`config.mk`:
```
export PLATFORM = sky130hd
export DESIGN_NAME = tty_terminal_cursor_engine_flat
export DESIGN_NICKNAME = d
export VERILOG_FILES = /design/src/sv/tty_pkg.sv /design/src/sv/tty_if.sv /design/src/sv/tty_terminal_cursor_engine.sv /design/src/sv/tty_cursor_step.sv /design/src/flat_wrapper.sv
export SDC_FILE = /design/constraint.sdc
export NUM_CORES = 1
export LEC_CHECK = 0
export ABC_AREA = 1
export BUFFER_PORTS_ARGS = -buffer_cell sky130_fd_sc_hd__buf_2
export CAP_MARGIN = 30
export CELL_PAD_IN_SITES_DETAIL_PLACEMENT = 2
export CELL_PAD_IN_SITES_GLOBAL_PLACEMENT = 2
export CORE_MARGIN = 2
export CORE_UTILIZATION = 35
export CTS_BUF_LIST = sky130_fd_sc_hd__clkbuf_8
export CTS_CLUSTER_DIAMETER = 50
export DETAILED_ROUTE_END_ITERATION = 10
export GPL_TIMING_DRIVEN = 0
export MAX_ROUTING_LAYER = met4
export PLACE_DENSITY_LB_ADDON = 0.1
export SYNTH_ARGS = -nofsm -noshare
export SYNTH_HDL_FRONTEND = slang
export SYNTH_SLANG_ARGS = --single-unit
export TNS_END_PERCENT = 5
```
`constraint.sdc`:
```
create_clock -name clk -period 3.4 [get_ports clk]
set_input_delay 0.17 -clock clk [delete_from_list [all_inputs] [get_ports clk]]
set_output_delay 0.17 -clock clk [all_outputs]
set_load 0.02 [all_outputs]
```
`src/sv/tty_pkg.sv`:
```
`timescale 1ns / 1ps

package tty_pkg;

    // Widths of the result fields as seen on the output channel.
    localparam int ROW_OUT_W = 5;
    localparam int COL_OUT_W = 7;

    // Control bytes recognized by the cursor logic.
    localparam logic [7:0] CH_BEL = 8'd7;
    localparam logic [7:0] CH_BS  = 8'd8;
    localparam logic [7:0] CH_TAB = 8'd9;
    localparam logic [7:0] CH_LF  = 8'd10;
    localparam logic [7:0] CH_CR  = 8'd13;

    typedef struct packed {
        logic                 cell_write;
        logic [ROW_OUT_W-1:0] cell_row;
        logic [COL_OUT_W-1:0] cell_col;
        logic [7:0]           cell_char;
        logic                 clear_row;
        logic [ROW_OUT_W-1:0] clear_row_index;
        logic [ROW_OUT_W-1:0] cursor_row_out;
        logic [COL_OUT_W-1:0] cursor_col_out;
        logic [ROW_OUT_W-1:0] scroll_out;
        logic                 beep;
    } tty_result_t;

endpackage

```
`src/sv/tty_if.sv`:
```
`timescale 1ns / 1ps

interface tty_in_if;
    logic       valid;
    logic       ready;
    logic [7:0] rx_byte;

    modport source (output valid, output rx_byte, input ready);
    modport sink (input valid, input rx_byte, output ready);
endinterface

interface tty_out_if;
    logic                          valid;
    logic                          ready;
    logic                          cell_write;
    logic [tty_pkg::ROW_OUT_W-1:0] cell_row;
    logic [tty_pkg::COL_OUT_W-1:0] cell_col;
    logic [7:0]                    cell_char;
    logic                          clear_row;
    logic [tty_pkg::ROW_OUT_W-1:0] clear_row_index;
    logic [tty_pkg::ROW_OUT_W-1:0] cursor_row_out;
    logic [tty_pkg::COL_OUT_W-1:0] cursor_col_out;
    logic [tty_pkg::ROW_OUT_W-1:0] scroll_out;
    logic                          beep;

    modport source (
        output valid, output cell_write, output cell_row, output cell_col,
        output cell_char, output clear_row, output clear_row_index,
        output cursor_row_out, output cursor_col_out, output scroll_out,
        output beep, input ready
    );
    modport sink (
        input valid, input cell_write, input cell_row, input cell_col,
        input cell_char, input clear_row, input clear_row_index,
        input cursor_row_out, input cursor_col_out, input scroll_out,
        input beep, output ready
    );
endinterface

```
`src/sv/tty_terminal_cursor_engine.sv`:
```
`timescale 1ns / 1ps

// Character handler for a plain terminal: each request carries one received
// byte and yields exactly one registered result in the cycle after it is
// accepted: the cell to write (if any), the ring row to clear after a scroll
// (if any), the new cursor and the scroll offset. A new byte is taken every
// cycle while results are taken; the only loop is the cursor state, updated
// by compare and increment logic. While a result waits the input is held off,
// and a new byte is accepted in the same cycle that the waiting result is
// taken. auto_wrap resets to 1; the user writes it through cfg_wr_en and
// cfg_wr_data while the block is idle, which the block does not enforce.
module tty_terminal_cursor_engine #(
    parameter int COLS      = 80,
    parameter int ROWS      = 25,
    parameter int TAB_WIDTH = 8
) (
    input  logic      clk,
    input  logic      rst_n,
    input  logic      cfg_wr_en,
    input  logic      cfg_wr_data,
    tty_in_if.sink    rx,
    tty_out_if.source res
);

    localparam int COL_W = $clog2(COLS);
    localparam int ROW_W = $clog2(ROWS);
    localparam int PH_W  = (TAB_WIDTH > 1) ? $clog2(TAB_WIDTH) : 1;

    logic [COL_W-1:0]     col_reg;
    logic [COL_W-1:0]     col_next;
    logic [ROW_W-1:0]     row_reg;
    logic [ROW_W-1:0]     row_next;
    logic [ROW_W-1:0]     scroll_reg;
    logic [ROW_W-1:0]     scroll_next;
    logic [PH_W-1:0]      phase_reg;
    logic [PH_W-1:0]      phase_next;
    logic                 auto_wrap_reg;
    logic                 res_valid_reg;
    tty_pkg::tty_result_t result_next;
    tty_pkg::tty_result_t result_reg;
    logic                 accept;

    assign rx.ready = !res_valid_reg || res.ready;
    assign accept   = rx.valid && rx.ready;

    tty_cursor_step #(
        .COLS      (COLS),
        .ROWS      (ROWS),
        .TAB_WIDTH (TAB_WIDTH)
    ) u_step (
        .rx_byte     (rx.rx_byte),
        .auto_wrap   (auto_wrap_reg),
        .col         (col_reg),
        .row         (row_reg),
        .scroll      (scroll_reg),
        .phase       (phase_reg),
        .col_next    (col_next),
        .row_next    (row_next),
        .scroll_next (scroll_next),
        .phase_next  (phase_next),
        .result      (result_next)
    );

    always_ff @(posedge clk or negedge rst_n)
    begin
        if (!rst_n)
        begin
            col_reg       <= '0;
            row_reg       <= '0;
            scroll_reg    <= '0;
            phase_reg     <= '0;
            auto_wrap_reg <= 1'b1;
            res_valid_reg <= 1'b0;
        end
        else
        begin
            if (cfg_wr_en)
            begin
                auto_wrap_reg <= cfg_wr_data;
            end
            if (accept)
            begin
                col_reg    <= col_next;
                row_reg    <= row_next;
                scroll_reg <= scroll_next;
                phase_reg  <= phase_next;
            end
            if (accept)
            begin
                res_valid_reg <= 1'b1;
            end
            else if (res.ready)
            begin
                res_valid_reg <= 1'b0;
            end
        end
    end

    always_ff @(posedge clk)
    begin
        if (accept)
        begin
            result_reg <= result_next;
        end
    end

    assign res.valid           = res_valid_reg;
    assign res.cell_write      = result_reg.cell_write;
    assign res.cell_row        = result_reg.cell_row;
    assign res.cell_col        = result_reg.cell_col;
    assign res.cell_char       = result_reg.cell_char;
    assign res.clear_row       = result_reg.clear_row;
    assign res.clear_row_index = result_reg.clear_row_index;
    assign res.cursor_row_out  = result_reg.cursor_row_out;
    assign res.cursor_col_out  = result_reg.cursor_col_out;
    assign res.scroll_out      = result_reg.scroll_out;
    assign res.beep            = result_reg.beep;

endmodule

```
`src/sv/tty_cursor_step.sv`:
```
`timescale 1ns / 1ps

module tty_cursor_step #(
    parameter int COLS      = 80,
    parameter int ROWS      = 25,
    parameter int TAB_WIDTH = 8
) (
    input  logic [7:0]                               rx_byte,
    input  logic                                     auto_wrap,
    input  logic [$clog2(COLS)-1:0]                  col,
    input  logic [$clog2(ROWS)-1:0]                  row,
    input  logic [$clog2(ROWS)-1:0]                  scroll,
    input  logic [((TAB_WIDTH > 1) ? $clog2(TAB_WIDTH) : 1)-1:0] phase,
    output logic [$clog2(COLS)-1:0]                  col_next,
    output logic [$clog2(ROWS)-1:0]                  row_next,
    output logic [$clog2(ROWS)-1:0]                  scroll_next,
    output logic [((TAB_WIDTH > 1) ? $clog2(TAB_WIDTH) : 1)-1:0] phase_next,
    output tty_pkg::tty_result_t                     result
);

    localparam int COL_W = $clog2(COLS);
    localparam int ROW_W = $clog2(ROWS);
    localparam int PH_W  = (TAB_WIDTH > 1) ? $clog2(TAB_WIDTH) : 1;
    localparam int SUM_W = $clog2(COLS + TAB_WIDTH + 1);

    localparam logic [COL_W-1:0] COL_LAST   = COL_W'(COLS - 1);
    localparam logic [ROW_W-1:0] ROW_LAST   = ROW_W'(ROWS - 1);
    localparam logic [PH_W-1:0]  PHASE_LAST = PH_W'(TAB_WIDTH - 1);

    logic [ROW_W:0]    phys_sum;
    logic [ROW_W-1:0]  phys_row;
    logic [SUM_W-1:0]  tab_stop;
    logic              tab_ok;
    logic              lf_req;
    logic              scroll_up;
    logic              write_en;

    // Physical row of the cursor in the ring: both terms stay below ROWS.
    assign phys_sum = {1'b0, row} + {1'b0, scroll};
    assign phys_row = (phys_sum >= (ROW_W + 1)'(ROWS)) ?
                      ROW_W'(phys_sum - (ROW_W + 1)'(ROWS)) : ROW_W'(phys_sum);

    // The phase register holds col mod TAB_WIDTH, so the next stop needs no divide.
    // Taking the tab is allowed exactly when the next stop still lies on the line.
    assign tab_stop = SUM_W'(col) + SUM_W'(TAB_WIDTH) - SUM_W'(phase);
    assign tab_ok   = tab_stop <= SUM_W'(COLS - 1);

    always_comb
    begin
        col_next   = col;
        phase_next = phase;
        lf_req     = 1'b0;
        write_en   = 1'b0;
        unique case (rx_byte)
            tty_pkg::CH_BEL:
            begin
            end
            tty_pkg::CH_BS:
            begin
                if (col != '0)
                begin
                    col_next   = col - 1'b1;
                    phase_next = (phase == '0) ? PHASE_LAST : phase - 1'b1;
                end
            end
            tty_pkg::CH_TAB:
            begin
                if (tab_ok)
                begin
                    col_next   = COL_W'(tab_stop);
                    phase_next = '0;
                end
            end
            tty_pkg::CH_CR:
            begin
                col_next   = '0;
                phase_next = '0;
            end
            tty_pkg::CH_LF:
            begin
                lf_req = 1'b1;
            end
            default:
            begin
                write_en = 1'b1;
                if (col != COL_LAST)
                begin
                    col_next   = col + 1'b1;
                    phase_next = (phase == PHASE_LAST) ? '0 : phase + 1'b1;
                end
                else if (auto_wrap)
                begin
                    col_next   = '0;
                    phase_next = '0;
                    lf_req     = 1'b1;
                end
            end
        endcase
    end

    // A line feed on the bottom row scrolls the ring; the row to clear is the
    // one that was at the top before the scroll.
    assign scroll_up   = lf_req && (row == ROW_LAST);
    assign row_next    = (lf_req && !scroll_up) ? row + 1'b1 : row;
    assign scroll_next = !scroll_up ? scroll :
                         (scroll == ROW_LAST) ? '0 : scroll + 1'b1;

    always_comb
    begin
        result.cell_write      = write_en;
        result.cell_row        = write_en ? tty_pkg::ROW_OUT_W'(phys_row) : '0;
        result.cell_col        = write_en ? tty_pkg::COL_OUT_W'(col) : '0;
        result.cell_char       = write_en ? rx_byte : 8'd0;
        result.clear_row       = scroll_up;
        result.clear_row_index = scroll_up ? tty_pkg::ROW_OUT_W'(scroll) : '0;
        result.cursor_row_out  = tty_pkg::ROW_OUT_W'(row_next);
        result.cursor_col_out  = tty_pkg::COL_OUT_W'(col_next);
        result.scroll_out      = tty_pkg::ROW_OUT_W'(scroll_next);
        result.beep            = (rx_byte == tty_pkg::CH_BEL);
    end

endmodule

```
`src/flat_wrapper.sv`:
```
// flat-port wrapper written by rule: the top's interface ports become plain ports
module tty_terminal_cursor_engine_flat 
#(
    parameter int COLS      = 80,
    parameter int ROWS      = 25,
    parameter int TAB_WIDTH = 8
)
  (clk, rst_n, cfg_wr_en, cfg_wr_data, rx_valid, rx_rx_byte, rx_ready, res_valid, res_cell_write, res_cell_row, res_cell_col, res_cell_char, res_clear_row, res_clear_row_index, res_cursor_row_out, res_cursor_col_out, res_scroll_out, res_beep, res_ready);
  tty_in_if rx_i ();
  tty_out_if res_i ();
  input  logic clk;
  input  logic rst_n;
  input  logic cfg_wr_en;
  input  logic cfg_wr_data;
  input wire logic [$bits(rx_i.valid)-1:0] rx_valid;
  input wire logic [$bits(rx_i.rx_byte)-1:0] rx_rx_byte;
  output wire logic [$bits(rx_i.ready)-1:0] rx_ready;
  output wire logic [$bits(res_i.valid)-1:0] res_valid;
  output wire logic [$bits(res_i.cell_write)-1:0] res_cell_write;
  output wire logic [$bits(res_i.cell_row)-1:0] res_cell_row;
  output wire logic [$bits(res_i.cell_col)-1:0] res_cell_col;
  output wire logic [$bits(res_i.cell_char)-1:0] res_cell_char;
  output wire logic [$bits(res_i.clear_row)-1:0] res_clear_row;
  output wire logic [$bits(res_i.clear_row_index)-1:0] res_clear_row_index;
  output wire logic [$bits(res_i.cursor_row_out)-1:0] res_cursor_row_out;
  output wire logic [$bits(res_i.cursor_col_out)-1:0] res_cursor_col_out;
  output wire logic [$bits(res_i.scroll_out)-1:0] res_scroll_out;
  output wire logic [$bits(res_i.beep)-1:0] res_beep;
  input wire logic [$bits(res_i.ready)-1:0] res_ready;
  assign rx_i.valid = rx_valid;
  assign rx_i.rx_byte = rx_rx_byte;
  assign rx_ready = rx_i.ready;
  assign res_valid = res_i.valid;
  assign res_cell_write = res_i.cell_write;
  assign res_cell_row = res_i.cell_row;
  assign res_cell_col = res_i.cell_col;
  assign res_cell_char = res_i.cell_char;
  assign res_clear_row = res_i.clear_row;
  assign res_clear_row_index = res_i.clear_row_index;
  assign res_cursor_row_out = res_i.cursor_row_out;
  assign res_cursor_col_out = res_i.cursor_col_out;
  assign res_scroll_out = res_i.scroll_out;
  assign res_beep = res_i.beep;
  assign res_i.ready = res_ready;
  tty_terminal_cursor_engine #(.COLS(COLS), .ROWS(ROWS), .TAB_WIDTH(TAB_WIDTH)) u_core (.clk(clk), .rst_n(rst_n), .cfg_wr_en(cfg_wr_en), .cfg_wr_data(cfg_wr_data), .rx(rx_i), .res(res_i));
endmodule
```
==> results.yml, run 1 <==
route:
  ant_nets: 0
  drt_iter0_drc: 145
  drc: 0
  routed-via-count: 3574
  drt_first_pass_iters: 4
  wirelength_um: 12400
  wl_per_cell_um: 17.5
  via_per_inst: 5.05
synth:
  yosysTopAreaCellShare_pct: 32.8
  synth_area_um2: 4120
  synth_area_leaders: "edfxtp_1, dfrtp_1, nand2_1"
  ys_ff_latch: 67
  postSynthCellCount: 487
  seq_area_frac_synth_pct: 46.2
  ys_types: 36
  syn-num-nets: 530
  yosys_warnings: 0
  yosysTopAreaCell: "edfxtp_1"
  avgSynthCellArea_um2: 8.45
power_and_ir_drop:
  ir_drop_mv: 0.276
  pwr-share-comb_pct: 39.6
  p_int_w: 0.00174
  sequentialPowerShare_pct: 37.6
  p_clk_share_pct: 22.7
  p_sw_w: 0.00117
  power_w: 0.00291
  sw_frac_of_total_pct: 40.2
  powerDensity_nw_per_um2: 606
  p_leak_nw: 2.34
final_layout:
  diodes: 0
  final_cells: 708
  nets: 603
  syn_to_final_growth_pct: 16.9
  drive_above_1_share_pct: 18.9
  largest_reg_flops: 8
  final_area_um2: 4810
  n_fill_cell: 1309
grt:
  grt_overflow: 0
  grt_start_max_net_pins: 44
  track_usage_pct: 21.7
  grt_pass1_wl_um: 20800
  grt_pass1_vias: 3959
  antenna_found_initial: 0
cts:
  cts_buffers: 9
  clockRootBuffer: "clkbuf_8"
  insertion_delay_ns: 0.37
  post_cts_resized: 0
  cts_max_path_buffers: 2
  htreeDepth: 3
  clkTransAtPathRegs_ns: 0.08
  cts_tree: "built"
  cts_sinks: 67
placed_design:
  gp_congestion: 0.854
  hpwl_um: 9630
  place_inst: 691
  port_buffers: 60
  place_area_um2: 4610
hold_path:
  hold_path_class: "in2reg"
worst_setup_path:
  end_kind: "flip-flop"
  max_stage_delay_ns: 0.53
  cp.arrival_ns: 3.01
  start_kind: "flip-flop"
  cp_max_fo: 8
  crit_chain: "ha_1 > fa_1 > inv_1 > ha_1 > inv_1 > nor2_1 > inv_1 > o211ai_1 > nand2_1 > o21ai_0 > nor2_1"
  crit_path_frequent_cell: "inv_1"
  critPathKind: "reg2reg"
  critPathSlowestCell: "fa_1"
  critPathRequiredTime_ns: 3.53
die:
  die_h_um: 112
  die_area_um2: 12600
  ios: 61
  floorplan.initialDensity_pct: 35.9
  rows: 39
  die-width_um: 112
  core-area_um2: 11500
flow_run:
  max_cap_violations: 0
timing:
  rsz0062_at_grt: "false"
  finalClockSkew_ns: 0.00826
  period_needed_ns: 2.88
  relSlewSlack_pct: 50.9
  hold_slack_ns: 0.0104
  setup_tns_ns: 0
  post-route-period-util_pct: 84.7
  worst_pin_slew_ns: 0.737
  slew_viol_final: 0
  setup_viol: 0
  hold_violations: 0
  fmax_mhz: 347
status:
  status: "complete, no violations"
==> worst paths after layout <==
check                                              end  cells after the start  slack (ns)                 start
max in group asynchronous            u_core.col_reg[5]                      2        2.65                 rst_n
worst max register to register  u_core.res.cell_row[0]                     11        0.52  u_core.scroll_reg[0]
min in group asynchronous         u_core.scroll_reg[1]                      2        0.33                 rst_n
worst min-delay path              u_core.auto_wrap_reg                      2        0.01             cfg_wr_en
worst max-delay path            u_core.res.cell_row[0]                     11        0.52  u_core.scroll_reg[0]
worst min register to register        u_core.res.valid                      2        0.53      u_core.res.valid
==> layout by cell type, fill, tap and decap left out, types with 2 or more instances in the layout <==
cell and instances:
nand2_1 137, buf_2 64, inv_1 55, nand3_1 50
edfxtp_1 45, nor2_1 44, ha_1 27, dfrtp_1 21
o21ai_0 17, a21oi_1 15, nand2_2 10, clkbuf_8 9
nand4_1 8, xor2_1 8, nand3b_1 6, clkbuf_1 6
inv_2 3, buf_6 3, nor3_1 3, xnor2_1 3
o21ai_4 2, nand2_4 2, nor2_2 2, o22ai_1 2
o211ai_1 2, and2_1 2, fa_1 2, clkinvlp_4 2
==> layer usage <==
metal  track usage [%]  part of all wire [%]  vias up
met5                 -                     0        -
met4              7.15                   1.7        0
met3              3.02                   3.1       15
met2              33.9                    47       66
met1              29.2                    48     1757
li1                  -                     -     1736
==> power groups by stage <==
| stage | registers (W) | clock network [W] | logic (W) |
|---|---|---|---|
| 6_report | 0.00110 | 0.000662 | 0.00115 |
| 4_1_cts | 0.00110 | 0.000680 | 0.00117 |
| 3_5_place_dp | 0.00112 | 0 | 0.00116 |
| 3_3_place_gp | 0.00111 | 0 | 0.00110 |
| 2_1_floorplan | 0.00117 | 0 | 0.000752 |
| 5_1_grt | 0.00111 | 0.000715 | 0.00133 |
==> synth_stat cells (all sizes together) <==
cell      n
buf       8
xnor2     3
fa        2
or2       1
a21oi    15
o21ai    20
clkbuf    6
nand3b    6
dfstp     1
nand2   149
o22ai     2
nor3      4
and2      2
o211ai    2
o31ai     1
a21boi    1
xor2      8
nand4     8
nand3    51
inv      56
nor2     47
dfrtp    21
clkinv    1
ha       27
edfxtp   45
==> critical path: cells and delay by family (launching register included) <==
family,cells,cell delay (ns)
buf+inv,3,0.24
compound gates,2,0.45
flops,1,0.48
fa+ha+maj,3,1.00
simple gates,3,0.45
==> logic make-up (layout without fill, tap and decap cells) <==
group | count (synthesis) | in the layout | share of synthesized area, %
DFF | 67 | 67 | 46.2
adders and majority gates | 29 | 29 | 9.18
AOI/OAI and AO/OA | 41 | 41 | 5.84
buffers and inverters | 71 | 149 | 7.36
xor gates and xnor gates | 11 | 11 | 2.34
and+or+nand+nor | 268 | 268 | 29.0
==> repair_timing <==
action | CTS | global route
buffers inserted | 0 | 0
hold buffers | 1 | 0
hold endpoints to repair | 21 | 0
==> stage by stage <==
stage               utilization, %  setup WS [ns]
finish                        41.9          0.519
global route                  41.9          0.196
CTS                           41.9          0.490
detailed placement            40.2          0.510
global placement              40.1          0.589
floorplan                        -          0.980
==> cell type report <==
cell class,instances,area [µm²],share of cell area [%]
Clock buffer,9,124,2.58
Inverter,57,219,4.55
Tap cell,143,179,3.72
Timing Repair Buffer,62,330,6.87
Buffer,14,83.8,1.74
Sequential cell,67,1900,39.6
Multi-Input combinational cell,349,1910,39.7
Clock inverter,7,61.3,1.27
Note: power is estimated with default switching activity, not from simulation.
==> run 2: changes to the inputs <==
==> constraint.sdc (replaced) <==
create_clock -name clk -period 2.7 [get_ports clk]
set_input_delay 0.135 -clock clk [delete_from_list [all_inputs] [get_ports clk]]
set_output_delay 0.135 -clock clk [all_outputs]
set_load 0.02 [all_outputs]
==> run 2 against run 1 <==
Compared with the run above: routed wire length is 1.4% higher; critical path depth unchanged; clock power rose by 26%; critical endpoint is now u_core.res.cell_row[1]; final area grew 2.2%; maximum frequency increased by 13%; worst setup slack worse by 0.37 ns; power up 29%; clock skew shrank 0.00062 ns; flip-flop and latch count stayed put; via count rose by 1.6%; sequential power increased by 25%; core utilization rose by 0.91 points.
==> results.yml, run 2 (synthesis results as in run 1) <==
timing:
  post-route-period-util_pct: 94.6
  slew_viol_final: 0
  fmax_mhz: 391
  finalClockSkew_ns: 0.00765
  rsz0062_at_grt: "true"
  finalWorstSetupSlack_ns: 0.145
  worst_pin_slew_ns: 0.724
  setup_viol: 0
  hold_violations: 0
  period_needed_ns: 2.55
  relSlewSlack_pct: 51.7
grt:
  grt_pass1_wl_um: 20800
  grt_pass1_vias: 3969
  track_usage_pct: 21.7
  grt_overflow: 0
  antenna_found_initial: 0
  grt_start_max_net_pins: 44
final_layout:
  syn_to_final_growth_pct: 19.4
  nets: 609
  n_fill_cell: 1293
  final_common_cell: "nand2_1"
  largest_reg_flops: 8
  diodes: 0
  multi_input_area_um2: 1960
  area.sequential_um2: 1910
  final_cell_mix: "nand2_1, buf_2, inv_1"
  drive_above_1_share_pct: 23.3
cts:
  clkTransAtPathRegs_ns: 0.08
  clockRootBuffer: "clkbuf_8"
  cts_buffers: 9
  insertion_delay_ns: 0.37
  cts_sinks: 67
  cts_max_path_buffers: 2
  cts_tree: "built"
  htreeDepth: 3
worst_setup_path:
  max_stage_delay_ns: 0.46
  critPathSlowestCell: "fa_2"
  reg2regPathDepth: 11
  cp_max_fo: 8
  end_kind: "flip-flop"
  cp.arrival_ns: 2.68
  crit_chain: "ha_1 > fa_2 > inv_2 > ha_1 > inv_1 > nor2_2 > inv_1 > o211ai_1 > nand2_2 > o21ai_1 > nor2_1"
  critPathKind: "reg2reg"
  regToRegEndpoint: "u_core.res.cell_row[1]"
  r2r_start: "u_core.row_reg[0]"
  critPathRequiredTime_ns: 2.83
  start_kind: "flip-flop"
  rrSetupSlack_ns: 0.15
die:
  core-area_um2: 11500
  rows: 39
  ios: 61
  die-width_um: 112
  floorplan.initialDensity_pct: 35.9
  die_h_um: 112
  die_area_um2: 12600
placed_design:
  hpwl_um: 9630
  gp_congestion: 0.854
  port_buffers: 60
  place_ws_ns: -0.190
power_and_ir_drop:
  p_leak_nw: 2.37
  ir_drop_mv: 0.373
  powerDensity_nw_per_um2: 767
  power_w: 0.00377
route:
  route.met3.wl_um: 432
  met2_length_um: 5870
  wirelength_um: 12600
  ant_nets: 0
  top_layer_used: "met4"
  drc: 0
  wl_per_cell_um: 17.6
  drt-met1-wl_um: 6050
  via_per_inst: 5.09
  drt_first_pass_iters: 4
  routed-via-count: 3631
  drt_iter0_drc: 170
hold_path:
  hold_end: "u_core.auto_wrap_reg"
  min_from: "cfg_wr_data"
  hold_path_class: "in2reg"
  hold_depth: 3
status:
  status: "complete, no violations"
flow_run:
  max_cap_violations: 0
==> run 2: area by class of cell <==
cell class	instances	area share, %
multi-input cells	349	39.9
flip-flops and latches	67	38.8
repair buffers	68	7.69
inverters	57	4.51
well taps	143	3.64
clock buffers	9	2.52
plain buffers	14	1.71
clock inverters	7	1.25
==> run 2: through the flow <==
step / util (%) / TNS (ns) / std cells / area [µm²] / hold slack (ns)
after floorplan: - / 0 / 487 / 4120 / -0.161
after global placement: 40.1 / -0.891 / 690 / 4590 / 0.177
after detailed placement: 40.2 / -2.03 / 691 / 4610 / 0.182
after CTS: 42.2 / 0 / 710 / 4840 / 0.0152
after global routing: 42.8 / -0.128 / 714 / 4910 / 0.0440
final: 42.8 / 0 / 714 / 4910 / 0.0210
==> run 2: worst max-delay path by stage <==
stage | startpoint | end | slack, ns | cells after the start
2_1_floorplan | u_core.scroll_reg[0] | u_core.res.cell_row[0] | 0.28 | 11
3_3_place_gp | u_core.col_reg[0] | u_core.res.cursor_col_out[4] | -0.11 | 13
3_5_place_dp | u_core.scroll_reg[0] | u_core.res.cell_row[0] | -0.19 | 11
4_1_cts | u_core.phase_reg[1] | u_core.res.cursor_col_out[1] | 0.004 | 12
5_1_grt | u_core.row_reg[0] | u_core.res.cell_row[0] | -0.03 | 11
6_report | u_core.row_reg[0] | u_core.res.cell_row[1] | 0.15 | 11
==> run 2: timing repair <==
action,4_1_cts,5_1_grt
setup buffers,1,4
setup endpoints to repair,22,22
gates resized for setup,10,15
endpoints found under the hold margin,22,0
hold buffers,2,0
pin swaps,3,2
cloned,0,0
==> run 2: worst max-delay path, delay by kind of cell, from the launching register on <==
family                   cells  cell delay (ns)
buffers and inverters        3             0.20
adder cells (fa/ha/maj)      3             0.88
AO/OA/AOI/OAI                2             0.39
AND/OR/NAND/NOR              3             0.39
flip-flops                   1             0.45
==> run 2: report_power, final <==
part | total (W) | switching (W) | internal (W)
combinational | 0.00156 | 0.000995 | 0.000561
clock | 0.000836 | 0.000422 | 0.000415
sequential | 0.00137 | 0.000101 | 0.00127
==> run 2: metal layers <==
| layer | global-route usage [%] | up-vias |
|---|---|---|
| li1 | - | 1750 |
| met1 | 29.4 | 1796 |
| met2 | 33.9 | 70 |
| met3 | 2.97 | 15 |
| met4 | 7.15 | 0 |
| met5 | - | - |
